### src/bfga_pkg.sv
`timescale 1ns / 1ps
// ----------------------------------------------------------------------------
// bfga_pkg: shared types and constants of the glyph blit addresser
// Action codes, register indexes, reset values and the command and status
// words that run between the controller and the datapath.
// ----------------------------------------------------------------------------
package bfga_pkg;

  // Map depth
  localparam int unsigned MAP_ENTRIES = 256;

  // Field widths
  localparam int unsigned ACTION_W = 2;
  localparam int unsigned CODE_W   = 8;
  localparam int unsigned GLYPH_W  = 8;
  localparam int unsigned COORD_W  = 16;
  localparam int unsigned CWID_W   = 8;
  localparam int unsigned SHEET_W  = 9;
  localparam int unsigned CFG_IDX_W  = 2;
  localparam int unsigned CFG_DATA_W = 9;

  // Action codes
  localparam logic [ACTION_W-1:0] ACT_LOAD  = 2'd0;
  localparam logic [ACTION_W-1:0] ACT_BEGIN = 2'd1;
  localparam logic [ACTION_W-1:0] ACT_TEXT  = 2'd2;

  // Register indexes
  localparam logic [CFG_IDX_W-1:0] REG_CHAR_WIDTH  = 2'd0;
  localparam logic [CFG_IDX_W-1:0] REG_CHAR_HEIGHT = 2'd1;
  localparam logic [CFG_IDX_W-1:0] REG_SHEET_COLS  = 2'd2;
  localparam logic [CFG_IDX_W-1:0] REG_SHEET_ROWS  = 2'd3;

  // Register reset values
  localparam logic [CWID_W-1:0]  RST_CHAR_WIDTH  = 8'd8;
  localparam logic [CWID_W-1:0]  RST_CHAR_HEIGHT = 8'd8;
  localparam logic [SHEET_W-1:0] RST_SHEET_COLS  = 9'd16;
  localparam logic [SHEET_W-1:0] RST_SHEET_ROWS  = 9'd16;

  // Special character codes
  localparam logic [CODE_W-1:0] CHAR_NEWLINE = 8'h0A;
  localparam logic [CODE_W-1:0] CHAR_SPACE   = 8'h20;

  // Saturation limits
  localparam logic [COORD_W-1:0] COORD_MAX = 16'h7FFF;
  localparam logic [COORD_W-1:0] WIDTH_MAX = 16'hFFFF;

  // Controller to datapath commands
  typedef struct packed {
    logic accept;    // latch the input word
    logic apply;     // run a load, begin or unused action and post its result
    logic lookup;    // read the glyph map
    logic prep;      // seed the divider
    logic div_step;  // one quotient bit
    logic mul;       // register the sheet products
    logic emit;      // finish a text word and post its result
  } bfga_cmd_t;

  // Datapath to controller status
  typedef struct packed {
    logic div_last;
  } bfga_sts_t;

endpackage

### src/bitmap_font_glyph_blit_addresser.sv
`timescale 1ns / 1ps
// ----------------------------------------------------------------------------
// bitmap_font_glyph_blit_addresser: character to glyph blit address generator
// Maps character codes to glyph sheet positions and turns a text stream into
// sheet source and screen destination pixel coordinates.
// ----------------------------------------------------------------------------
//  channel  | handshake              | payload
//  ---------+------------------------+-----------------------------------------
//  input    | start, busy            | action_i, char_code_i, glyph_position_i,
//           |                        | origin_x_i, origin_y_i
//  result   | done_o (one cycle)     | draw_o, src_x_o, src_y_o, dst_x_o,
//           |                        | dst_y_o, run_width_o
//  config   | cfg_we_i               | cfg_idx_i, cfg_data_i
//
//  A load, begin or unused action word passes through the apply state to done_o.
//  A text word passes through the map read, the divider seed, 8 steps of the bit-serial
//  divider (one quotient bit per cycle), the multiply stage and the result.
//  busy is high from the accept edge until the result is posted; a new word
//  may be accepted in the cycle that done_o shows the previous result.
//  Reset clears the glyph map valid bits, the cursor, the width and the
//  registers to their defaults; no clearing pass is needed.
//  The receiver cannot stall: done_o flags each result for one cycle.
// ----------------------------------------------------------------------------
module bitmap_font_glyph_blit_addresser #(
  parameter int unsigned MapEntries = bfga_pkg::MAP_ENTRIES
) (
  input  logic                            clk_i,
  input  logic                            rst_ni,
  input  logic                            cfg_we_i,
  input  logic [bfga_pkg::CFG_IDX_W-1:0]  cfg_idx_i,
  input  logic [bfga_pkg::CFG_DATA_W-1:0] cfg_data_i,
  input  logic                            start,
  output logic                            busy,
  input  logic [bfga_pkg::ACTION_W-1:0]   action_i,
  input  logic [bfga_pkg::CODE_W-1:0]     char_code_i,
  input  logic [bfga_pkg::GLYPH_W-1:0]    glyph_position_i,
  input  logic signed [bfga_pkg::COORD_W-1:0] origin_x_i,
  input  logic signed [bfga_pkg::COORD_W-1:0] origin_y_i,
  output logic                            done_o,
  output logic                            draw_o,
  output logic [bfga_pkg::COORD_W-1:0]    src_x_o,
  output logic [bfga_pkg::COORD_W-1:0]    src_y_o,
  output logic signed [bfga_pkg::COORD_W-1:0] dst_x_o,
  output logic signed [bfga_pkg::COORD_W-1:0] dst_y_o,
  output logic [bfga_pkg::COORD_W-1:0]    run_width_o
);

  bfga_pkg::bfga_cmd_t cmd;
  bfga_pkg::bfga_sts_t sts;

  // Sequencer
  bfga_ctrl u_ctrl (
    .clk_i    (clk_i),
    .rst_ni   (rst_ni),
    .start    (start),
    .action_i (action_i),
    .busy     (busy),
    .cmd_o    (cmd),
    .sts_i    (sts)
  );

  // Datapath
  bfga_dp #(
    .MapEntries (MapEntries)
  ) u_dp (
    .clk_i            (clk_i),
    .rst_ni           (rst_ni),
    .cmd_i            (cmd),
    .sts_o            (sts),
    .cfg_we_i         (cfg_we_i),
    .cfg_idx_i        (cfg_idx_i),
    .cfg_data_i       (cfg_data_i),
    .action_i         (action_i),
    .char_code_i      (char_code_i),
    .glyph_position_i (glyph_position_i),
    .origin_x_i       (origin_x_i),
    .origin_y_i       (origin_y_i),
    .done_o           (done_o),
    .draw_o           (draw_o),
    .src_x_o          (src_x_o),
    .src_y_o          (src_y_o),
    .dst_x_o          (dst_x_o),
    .dst_y_o          (dst_y_o),
    .run_width_o      (run_width_o)
  );

endmodule

### src/bfga_ctrl.sv
`timescale 1ns / 1ps
// ----------------------------------------------------------------------------
// bfga_ctrl: sequencing controller
// Steps each accepted text word through lookup, division, multiply and result; other words go through the apply state.
// ----------------------------------------------------------------------------
module bfga_ctrl (
  input  logic                          clk_i,
  input  logic                          rst_ni,
  input  logic                          start,
  input  logic [bfga_pkg::ACTION_W-1:0] action_i,
  output logic                          busy,
  output bfga_pkg::bfga_cmd_t           cmd_o,
  input  bfga_pkg::bfga_sts_t           sts_i
);

  localparam logic [2:0] ST_IDLE   = 3'd0;
  localparam logic [2:0] ST_APPLY  = 3'd1;
  localparam logic [2:0] ST_LOOKUP = 3'd2;
  localparam logic [2:0] ST_PREP   = 3'd3;
  localparam logic [2:0] ST_DIV    = 3'd4;
  localparam logic [2:0] ST_MUL    = 3'd5;
  localparam logic [2:0] ST_EMIT   = 3'd6;

  logic [2:0] state_q, state_d;
  logic       accept;

  assign busy   = (state_q != ST_IDLE);
  assign accept = start && !busy;

  // Next state and commands
  always_comb begin
    state_d        = state_q;
    cmd_o          = '0;
    cmd_o.accept   = accept;
    case (state_q)
      ST_IDLE: begin
        if (accept) begin
          state_d = (action_i == bfga_pkg::ACT_TEXT) ? ST_LOOKUP : ST_APPLY;
        end
      end
      ST_APPLY: begin
        cmd_o.apply = 1'b1;
        state_d     = ST_IDLE;
      end
      ST_LOOKUP: begin
        cmd_o.lookup = 1'b1;
        state_d      = ST_PREP;
      end
      ST_PREP: begin
        cmd_o.prep = 1'b1;
        state_d    = ST_DIV;
      end
      ST_DIV: begin
        cmd_o.div_step = 1'b1;
        if (sts_i.div_last) begin
          state_d = ST_MUL;
        end
      end
      ST_MUL: begin
        cmd_o.mul = 1'b1;
        state_d   = ST_EMIT;
      end
      ST_EMIT: begin
        cmd_o.emit = 1'b1;
        state_d    = ST_IDLE;
      end
      default: begin
        state_d = ST_IDLE;
      end
    endcase
  end

  // State register
  always_ff @(posedge clk_i or negedge rst_ni) begin
    if (!rst_ni) begin
      state_q <= ST_IDLE;
    end else begin
      state_q <= state_d;
    end
  end

endmodule

### src/bfga_dp.sv
`timescale 1ns / 1ps
// ----------------------------------------------------------------------------
// bfga_dp: glyph blit datapath
// Glyph map memory, configuration registers, bit-serial divider, sheet
// multipliers, text cursor and the result register.
// ----------------------------------------------------------------------------
module bfga_dp #(
  parameter int unsigned MapEntries = bfga_pkg::MAP_ENTRIES
) (
  input  logic                            clk_i,
  input  logic                            rst_ni,
  input  bfga_pkg::bfga_cmd_t             cmd_i,
  output bfga_pkg::bfga_sts_t             sts_o,
  input  logic                            cfg_we_i,
  input  logic [bfga_pkg::CFG_IDX_W-1:0]  cfg_idx_i,
  input  logic [bfga_pkg::CFG_DATA_W-1:0] cfg_data_i,
  input  logic [bfga_pkg::ACTION_W-1:0]   action_i,
  input  logic [bfga_pkg::CODE_W-1:0]     char_code_i,
  input  logic [bfga_pkg::GLYPH_W-1:0]    glyph_position_i,
  input  logic signed [bfga_pkg::COORD_W-1:0] origin_x_i,
  input  logic signed [bfga_pkg::COORD_W-1:0] origin_y_i,
  output logic                            done_o,
  output logic                            draw_o,
  output logic [bfga_pkg::COORD_W-1:0]    src_x_o,
  output logic [bfga_pkg::COORD_W-1:0]    src_y_o,
  output logic signed [bfga_pkg::COORD_W-1:0] dst_x_o,
  output logic signed [bfga_pkg::COORD_W-1:0] dst_y_o,
  output logic [bfga_pkg::COORD_W-1:0]    run_width_o
);

  localparam int unsigned AddrW = $clog2(MapEntries);
  localparam int unsigned GW    = bfga_pkg::GLYPH_W;
  localparam int unsigned CW    = bfga_pkg::COORD_W;
  localparam int unsigned WW    = bfga_pkg::CWID_W;
  localparam int unsigned SW    = bfga_pkg::SHEET_W;
  localparam int unsigned CntW  = $clog2(GW);

  // Configuration registers
  logic [WW-1:0] char_width_q, char_height_q;
  logic [SW-1:0] sheet_cols_q, sheet_rows_q;

  // Latched input word
  logic [bfga_pkg::ACTION_W-1:0] action_q;
  logic [bfga_pkg::CODE_W-1:0]   code_q;
  logic [GW-1:0]                 pos_q;
  logic [CW-1:0]                 origin_x_q, origin_y_q;

  // Glyph map
  logic [GW-1:0] map_mem [MapEntries];
  logic [MapEntries-1:0] map_vld_q;
  logic [AddrW-1:0] map_addr;
  logic [GW-1:0] rd_data_q;
  logic          hit_q;
  logic          map_wr;

  // Divider and products
  logic [GW-1:0]   glyph_q, dvd_q, quo_q, rem_q;
  logic [CntW-1:0] cnt_q;
  logic [SW-1:0]   div_shift;
  logic            div_ge;
  logic [CW-1:0]   prod_x_q, prod_y_q;

  // Text state
  logic [CW-1:0] cursor_x_q, cursor_y_q, line_start_q, width_q;
  logic [CW:0]   sum_x, sum_y, sum_w;
  logic [CW-1:0] sat_x, sat_y, sat_w;
  logic          is_newline, is_space, do_draw;

  // Configuration writes
  always_ff @(posedge clk_i or negedge rst_ni) begin
    if (!rst_ni) begin
      char_width_q  <= bfga_pkg::RST_CHAR_WIDTH;
      char_height_q <= bfga_pkg::RST_CHAR_HEIGHT;
      sheet_cols_q  <= bfga_pkg::RST_SHEET_COLS;
      sheet_rows_q  <= bfga_pkg::RST_SHEET_ROWS;
    end else if (cfg_we_i) begin
      case (cfg_idx_i)
        bfga_pkg::REG_CHAR_WIDTH:  char_width_q  <= cfg_data_i[WW-1:0];
        bfga_pkg::REG_CHAR_HEIGHT: char_height_q <= cfg_data_i[WW-1:0];
        bfga_pkg::REG_SHEET_COLS:  sheet_cols_q  <= cfg_data_i;
        bfga_pkg::REG_SHEET_ROWS:  sheet_rows_q  <= cfg_data_i;
        default: ;
      endcase
    end
  end

  // Capture the input word
  always_ff @(posedge clk_i) begin
    if (cmd_i.accept) begin
      action_q   <= action_i;
      code_q     <= char_code_i;
      pos_q      <= glyph_position_i;
      origin_x_q <= origin_x_i;
      origin_y_q <= origin_y_i;
    end
  end

  // Map access: first nonzero load of an entry wins
  assign map_addr = code_q[AddrW-1:0];
  assign map_wr   = cmd_i.apply && (action_q == bfga_pkg::ACT_LOAD) &&
                    !map_vld_q[map_addr] && (pos_q != '0);

  always_ff @(posedge clk_i) begin
    if (map_wr) begin
      map_mem[map_addr] <= pos_q;
    end
    if (cmd_i.lookup) begin
      rd_data_q <= map_mem[map_addr];
    end
  end

  always_ff @(posedge clk_i or negedge rst_ni) begin
    if (!rst_ni) begin
      map_vld_q <= '0;
      hit_q     <= 1'b0;
    end else begin
      if (map_wr) begin
        map_vld_q[map_addr] <= 1'b1;
      end
      if (cmd_i.lookup) begin
        hit_q <= map_vld_q[map_addr];
      end
    end
  end

  // Restoring divide, one quotient bit per step
  assign div_shift = {rem_q, dvd_q[GW-1]};
  assign div_ge    = (div_shift >= sheet_cols_q);
  assign sts_o.div_last = (cnt_q == CntW'(GW - 1));

  always_ff @(posedge clk_i) begin
    if (cmd_i.prep) begin
      glyph_q <= hit_q ? rd_data_q : '0;
      dvd_q   <= hit_q ? rd_data_q : '0;
      quo_q   <= '0;
      rem_q   <= '0;
      cnt_q   <= '0;
    end else if (cmd_i.div_step) begin
      dvd_q <= {dvd_q[GW-2:0], 1'b0};
      quo_q <= {quo_q[GW-2:0], div_ge};
      rem_q <= div_ge ? GW'(div_shift - sheet_cols_q) : div_shift[GW-1:0];
      cnt_q <= cnt_q + CntW'(1);
    end
  end

  // Sheet pixel products
  always_ff @(posedge clk_i) begin
    if (cmd_i.mul) begin
      prod_x_q <= CW'(rem_q) * CW'(char_width_q);
      prod_y_q <= CW'(quo_q) * CW'(char_height_q);
    end
  end

  // Saturating cursor and width advance
  assign sum_x = {cursor_x_q[CW-1], cursor_x_q} + {{(CW+1-WW){1'b0}}, char_width_q};
  assign sum_y = {cursor_y_q[CW-1], cursor_y_q} + {{(CW+1-WW){1'b0}}, char_height_q};
  assign sum_w = {1'b0, width_q} + {{(CW+1-WW){1'b0}}, char_width_q};
  assign sat_x = (!sum_x[CW] && sum_x[CW-1]) ? bfga_pkg::COORD_MAX : sum_x[CW-1:0];
  assign sat_y = (!sum_y[CW] && sum_y[CW-1]) ? bfga_pkg::COORD_MAX : sum_y[CW-1:0];
  assign sat_w = sum_w[CW] ? bfga_pkg::WIDTH_MAX : sum_w[CW-1:0];

  assign is_newline = (code_q == bfga_pkg::CHAR_NEWLINE);
  assign is_space   = (code_q == bfga_pkg::CHAR_SPACE);
  assign do_draw    = !is_newline && !is_space && (glyph_q != '0) &&
                      (sheet_cols_q != '0) && ({1'b0, quo_q} < sheet_rows_q);

  // Cursor and width state
  always_ff @(posedge clk_i or negedge rst_ni) begin
    if (!rst_ni) begin
      cursor_x_q   <= '0;
      cursor_y_q   <= '0;
      line_start_q <= '0;
      width_q      <= '0;
    end else if (cmd_i.apply && (action_q == bfga_pkg::ACT_BEGIN)) begin
      cursor_x_q   <= origin_x_q;
      cursor_y_q   <= origin_y_q;
      line_start_q <= origin_x_q;
      width_q      <= '0;
    end else if (cmd_i.emit) begin
      if (is_newline) begin
        cursor_x_q <= line_start_q;
        cursor_y_q <= sat_y;
      end else begin
        cursor_x_q <= sat_x;
        width_q    <= sat_w;
      end
    end
  end

  // Result word
  always_ff @(posedge clk_i or negedge rst_ni) begin
    if (!rst_ni) begin
      done_o <= 1'b0;
    end else begin
      done_o <= cmd_i.apply || cmd_i.emit;
    end
  end

  always_ff @(posedge clk_i) begin
    if (cmd_i.apply) begin
      draw_o      <= 1'b0;
      src_x_o     <= '0;
      src_y_o     <= '0;
      dst_x_o     <= '0;
      dst_y_o     <= '0;
      run_width_o <= (action_q == bfga_pkg::ACT_BEGIN) ? '0 : width_q;
    end else if (cmd_i.emit) begin
      draw_o      <= do_draw;
      src_x_o     <= do_draw ? prod_x_q : '0;
      src_y_o     <= do_draw ? prod_y_q : '0;
      dst_x_o     <= do_draw ? cursor_x_q : '0;
      dst_y_o     <= do_draw ? cursor_y_q : '0;
      run_width_o <= is_newline ? width_q : sat_w;
    end
  end

endmodule
### config.mk
export PLATFORM = sky130hd
export DESIGN_NAME = bitmap_font_glyph_blit_addresser
export DESIGN_NICKNAME = d
export VERILOG_FILES = /design/src/bfga_pkg.sv /design/src/bitmap_font_glyph_blit_addresser.sv /design/src/bfga_ctrl.sv /design/src/bfga_dp.sv
export SDC_FILE = /design/constraint.sdc
export NUM_CORES = 2
export LEC_CHECK = 0
export BUFFER_PORTS_ARGS = -buffer_cell sky130_fd_sc_hd__buf_2
export CORE_UTILIZATION = 55
export CTS_BUF_LIST = sky130_fd_sc_hd__clkbuf_4 sky130_fd_sc_hd__clkbuf_8
export DETAILED_ROUTE_END_ITERATION = 10
export PLACE_DENSITY_LB_ADDON = 0.08
export SLEW_MARGIN = 25
export SYNTH_ARGS = -nofsm -noshare
export SYNTH_HDL_FRONTEND = slang
export SYNTH_SLANG_ARGS = --single-unit
### constraint.sdc
create_clock -name clk_i -period 6.1 [get_ports clk_i]
set_input_delay 1.22 -clock clk_i [delete_from_list [all_inputs] [get_ports clk_i]]
set_output_delay 1.22 -clock clk_i [all_outputs]
set_load 0.03 [all_outputs]
==> run_results.csv <==
group,metric,value,unit
synth,ys.warnings.count,0,
synth,syn_area_per_cell,18.7,um^2
sta,post-route-min-period,5150,ps
synth,ys_seq_elements,2613,
power,vdd_ir_drop_max,0.272,mV
sta,slew-limit-headroom,0.247,
synth,yosysTopAreaCell,"edfxtp_1",
clock_tree,ctsLongestPathBuffers,4,
synth,syn_inst,5718,
floorplan,num_rows,161,
hold_path,min_path_type,"in2reg",
cells_and_area,multiInputGateArea,0.0292,mm^2
floorplan,core,0.193,mm^2
route,drtPass1Iterations,5,
place,dp.cells,8242,
clock_tree,cts.clk_slew.worst_paths,60,ps
place,portBuffers,147,
run_status,status,"finished, final reports clean",
worst_setup_path,reg2reg_to,"u_dp.map_mem[233][1]",
cells_and_area,register_area,0.0758,mm^2
sta,hold_ws,314,ps
cells_and_area,fillCellCount,13767,
sta,tns,0,ps
synth,synthFlopType,"edfxtp_1",
sta,worst_pin_slew,1130,ps
route,wl_met3,22900,um
hold_path,hp-start,"char_code_i[7]",
clock_tree,clock_latency,1100,ps
route,drtIter0Drc,6079,
power,p_leak,42.3,nW
sta,setup_ws,954,ps
clock_tree,cts_tree,"yes",
power,p_per_area,409,mW/mm^2
worst_setup_path,cp-end-kind,"flip-flop",
worst_setup_path,cp-start-kind,"flip-flop",
global_routing,grt_use_total,0.279,
sta,skew,75.7,ps
clock_tree,clock_sinks,2613,
sta,finalSetupViolCount,0,
sta,post-route-period-util,0.844,
synth,yosysSeqAreaShare,0.709,
route,ant_nets,0,
synth,synth.most_common_cell,"edfxtp_1",
synth,synth-async-reset-ratio,0.137,
place,post-place-ws,965,ps
route,wl_met1,113000,um
synth,synthTopCellsByCount,"edfxtp_1 (2170), mux4_2 (670), dfrtp_1 (355)",
route,vias_per_cell,6.26,
worst_setup_path,arrival,5800,ps
cells_and_area,fin_area,0.120,mm^2
global_routing,grt_overflow,0,
sta,fmax,0.194,GHz
floorplan,die_h,443,um
route,wl,272000,um
route,wl_met2,128000,um
worst_setup_path,setup.worst_path.class,"reg2reg",
power,power.total,49.1,mW
cells_and_area,nNetsFinal,6405,
hold_path,worstHoldPathCells,1,
place,placed_area,0.111,mm^2
route,drcViolationCount,0,
worst_setup_path,crit_fanout,24,
place,dpl.hpwl,167000,um
cells_and_area,fin_cells,9027,
run,max_cap_violations,0,
synth,synth-edff-count,2170,
cells_and_area,utilization,0.622,
synth,ys_types,81,
cells_and_area,drive_gt1_frac,0.282,
hold_path,hold_end,"u_dp.code_q[7]",
synth,syn_area,0.107,mm^2
global_routing,grt_pass1_wl,397000,um
clock_tree,cts_made_buffers,429,
worst_setup_path,crit_required,6760,ps
clock_tree,post_cts_buffers,0,
worst_setup_path,rr_startpoint,"u_dp.code_q[0]",
floorplan,die_area,0.196,mm^2
clock_tree,h-tree-depth,5,
cells_and_area,area_growth,12.2,%
floorplan,io_pins,148,
place,place.gp.congestion,0.877,
global_routing,grt_pass1_vias,57077,
floorplan,die_x,443,um
synth,syn_nets,5973,
worst_setup_path,critPathLaunch,"u_dp.code_q[0]",
sta,hold_viol,0,
floorplan,initial_core_util,0.555,
sta,rsz0062_at_grt,"no",
global_routing,grt_start_max_net_pins,195,
clock_tree,clock-root-buffer,"clkbuf_8",
sta,drv_slew,0,
synth,synth.area.top_cells,"edfxtp_1 (61%), mux4_2 (14%), dfrtp_1 (8.3%)",
worst_setup_path,reg2reg_slack,950,ps
route,topRoutingLayerUsed,"met5",
worst_setup_path,reg2reg_depth,12,
route,wire_per_inst,30.1,um
global_routing,antenna_found_initial,13,
synth,synth_top_area_share,0.609,
route,via_count,56477,
where the power goes:
group	leakage (nW)	switching [mW]	internal (mW)	total, mW
Combinational	12.5	7.27	4.33	11.6
Clock	4.65	6.88	8.71	15.6
Sequential	25.1	0.768	21.1	21.9
Total	42.3	14.9	34.2	49.1
layer usage:
layer  track usage  vias to the layer above
met2         0.428                     2489
met1         0.400                    29804
met5             0                        -
met4        0.0964                        6
li1              -                    23719
met3        0.0624                      459
sequential cells by signal, summed over array words and instances (netlist names), 9 cells and up:
register           cells
u_dp.sheet_cols_q      9
u_dp.src_x_o          16
u_dp.cursor_y_q       16
u_dp.src_y_o          16
u_dp.dst_y_o          16
u_dp.origin_x_q       16
u_dp.origin_y_q       16
u_dp.line_start_q     16
u_dp.map_vld_q       256
u_dp.prod_x_q         16
u_dp.width_q          16
u_dp.cursor_x_q       16
u_dp.sheet_rows_q      9
u_dp.prod_y_q         16
u_dp.map_mem        2048
u_dp.dst_x_o          16
u_dp.run_width_o      16
critical path: stages (launching register included):
cell and delay (ps):
edfxtp_1 660, buf_8 240, buf_12 230, mux4_2 540, a22oi_1 210, nand3_1 100
a311o_1 370, nor3_2 180, buf_4 170, and2_1 510, nand3_1 420, buf_4 410
nor2_1 650
final cells by class:
class                   count  area share
inverters                 148     0.00463
clock buffers             607      0.0625
diodes                      8    0.000167
repair buffers            342      0.0212
multi-input cells        2616       0.243
clock inverters           167      0.0104
well taps                2526      0.0263
flip-flops and latches   2613       0.632
cells in the final DEF (no fill, tap or decap), types with 51 or more instances in the layout:
master,count
edfxtp_1,2170
mux4_2,670
clkbuf_8,471
dfrtp_1,355
nor2_1,323
nand2_1,192
o21bai_1,183
buf_4,169
inv_1,147
buf_2,146
clkbuf_4,136
and2_1,122
ha_1,114
clkinv_1,88
dfxtp_1,84
mux2i_1,83
a21oi_1,82
a22o_1,82
o21ai_0,76
fa_1,76
nand3_1,53
clkinv_2,52
a22oi_1,51
kinds of logic after synthesis:
logic type	after synthesis	synth area share
AO/OA/AOI/OAI	674	0.0464
XOR/XNOR	51	0.00417
adder cells (fa/ha/maj)	190	0.0275
buffers and inverters	489	0.0201
flip-flops	2613	0.709
multiplexers	792	0.153
AND/OR/NAND/NOR	909	0.0403
worst max-delay path by stage:
stage / endpoint / cells past startpoint
6_report: u_dp.map_mem[233][1] / 12
3_3_place_gp: u_dp.rd_data_q[4] / 8
3_5_place_dp: u_dp.map_mem[237][4] / 12
2_1_floorplan: u_dp.map_mem[45][0] / 7
4_1_cts: u_dp.map_mem[233][1] / 12
5_1_grt: u_dp.map_mem[233][1] / 12
repair_timing:
item	in CTS	in global routing
hold buffers	1	0
resized for setup	0	0
hold endpoints to repair	2	0
(Power assumes the default switching activity.)
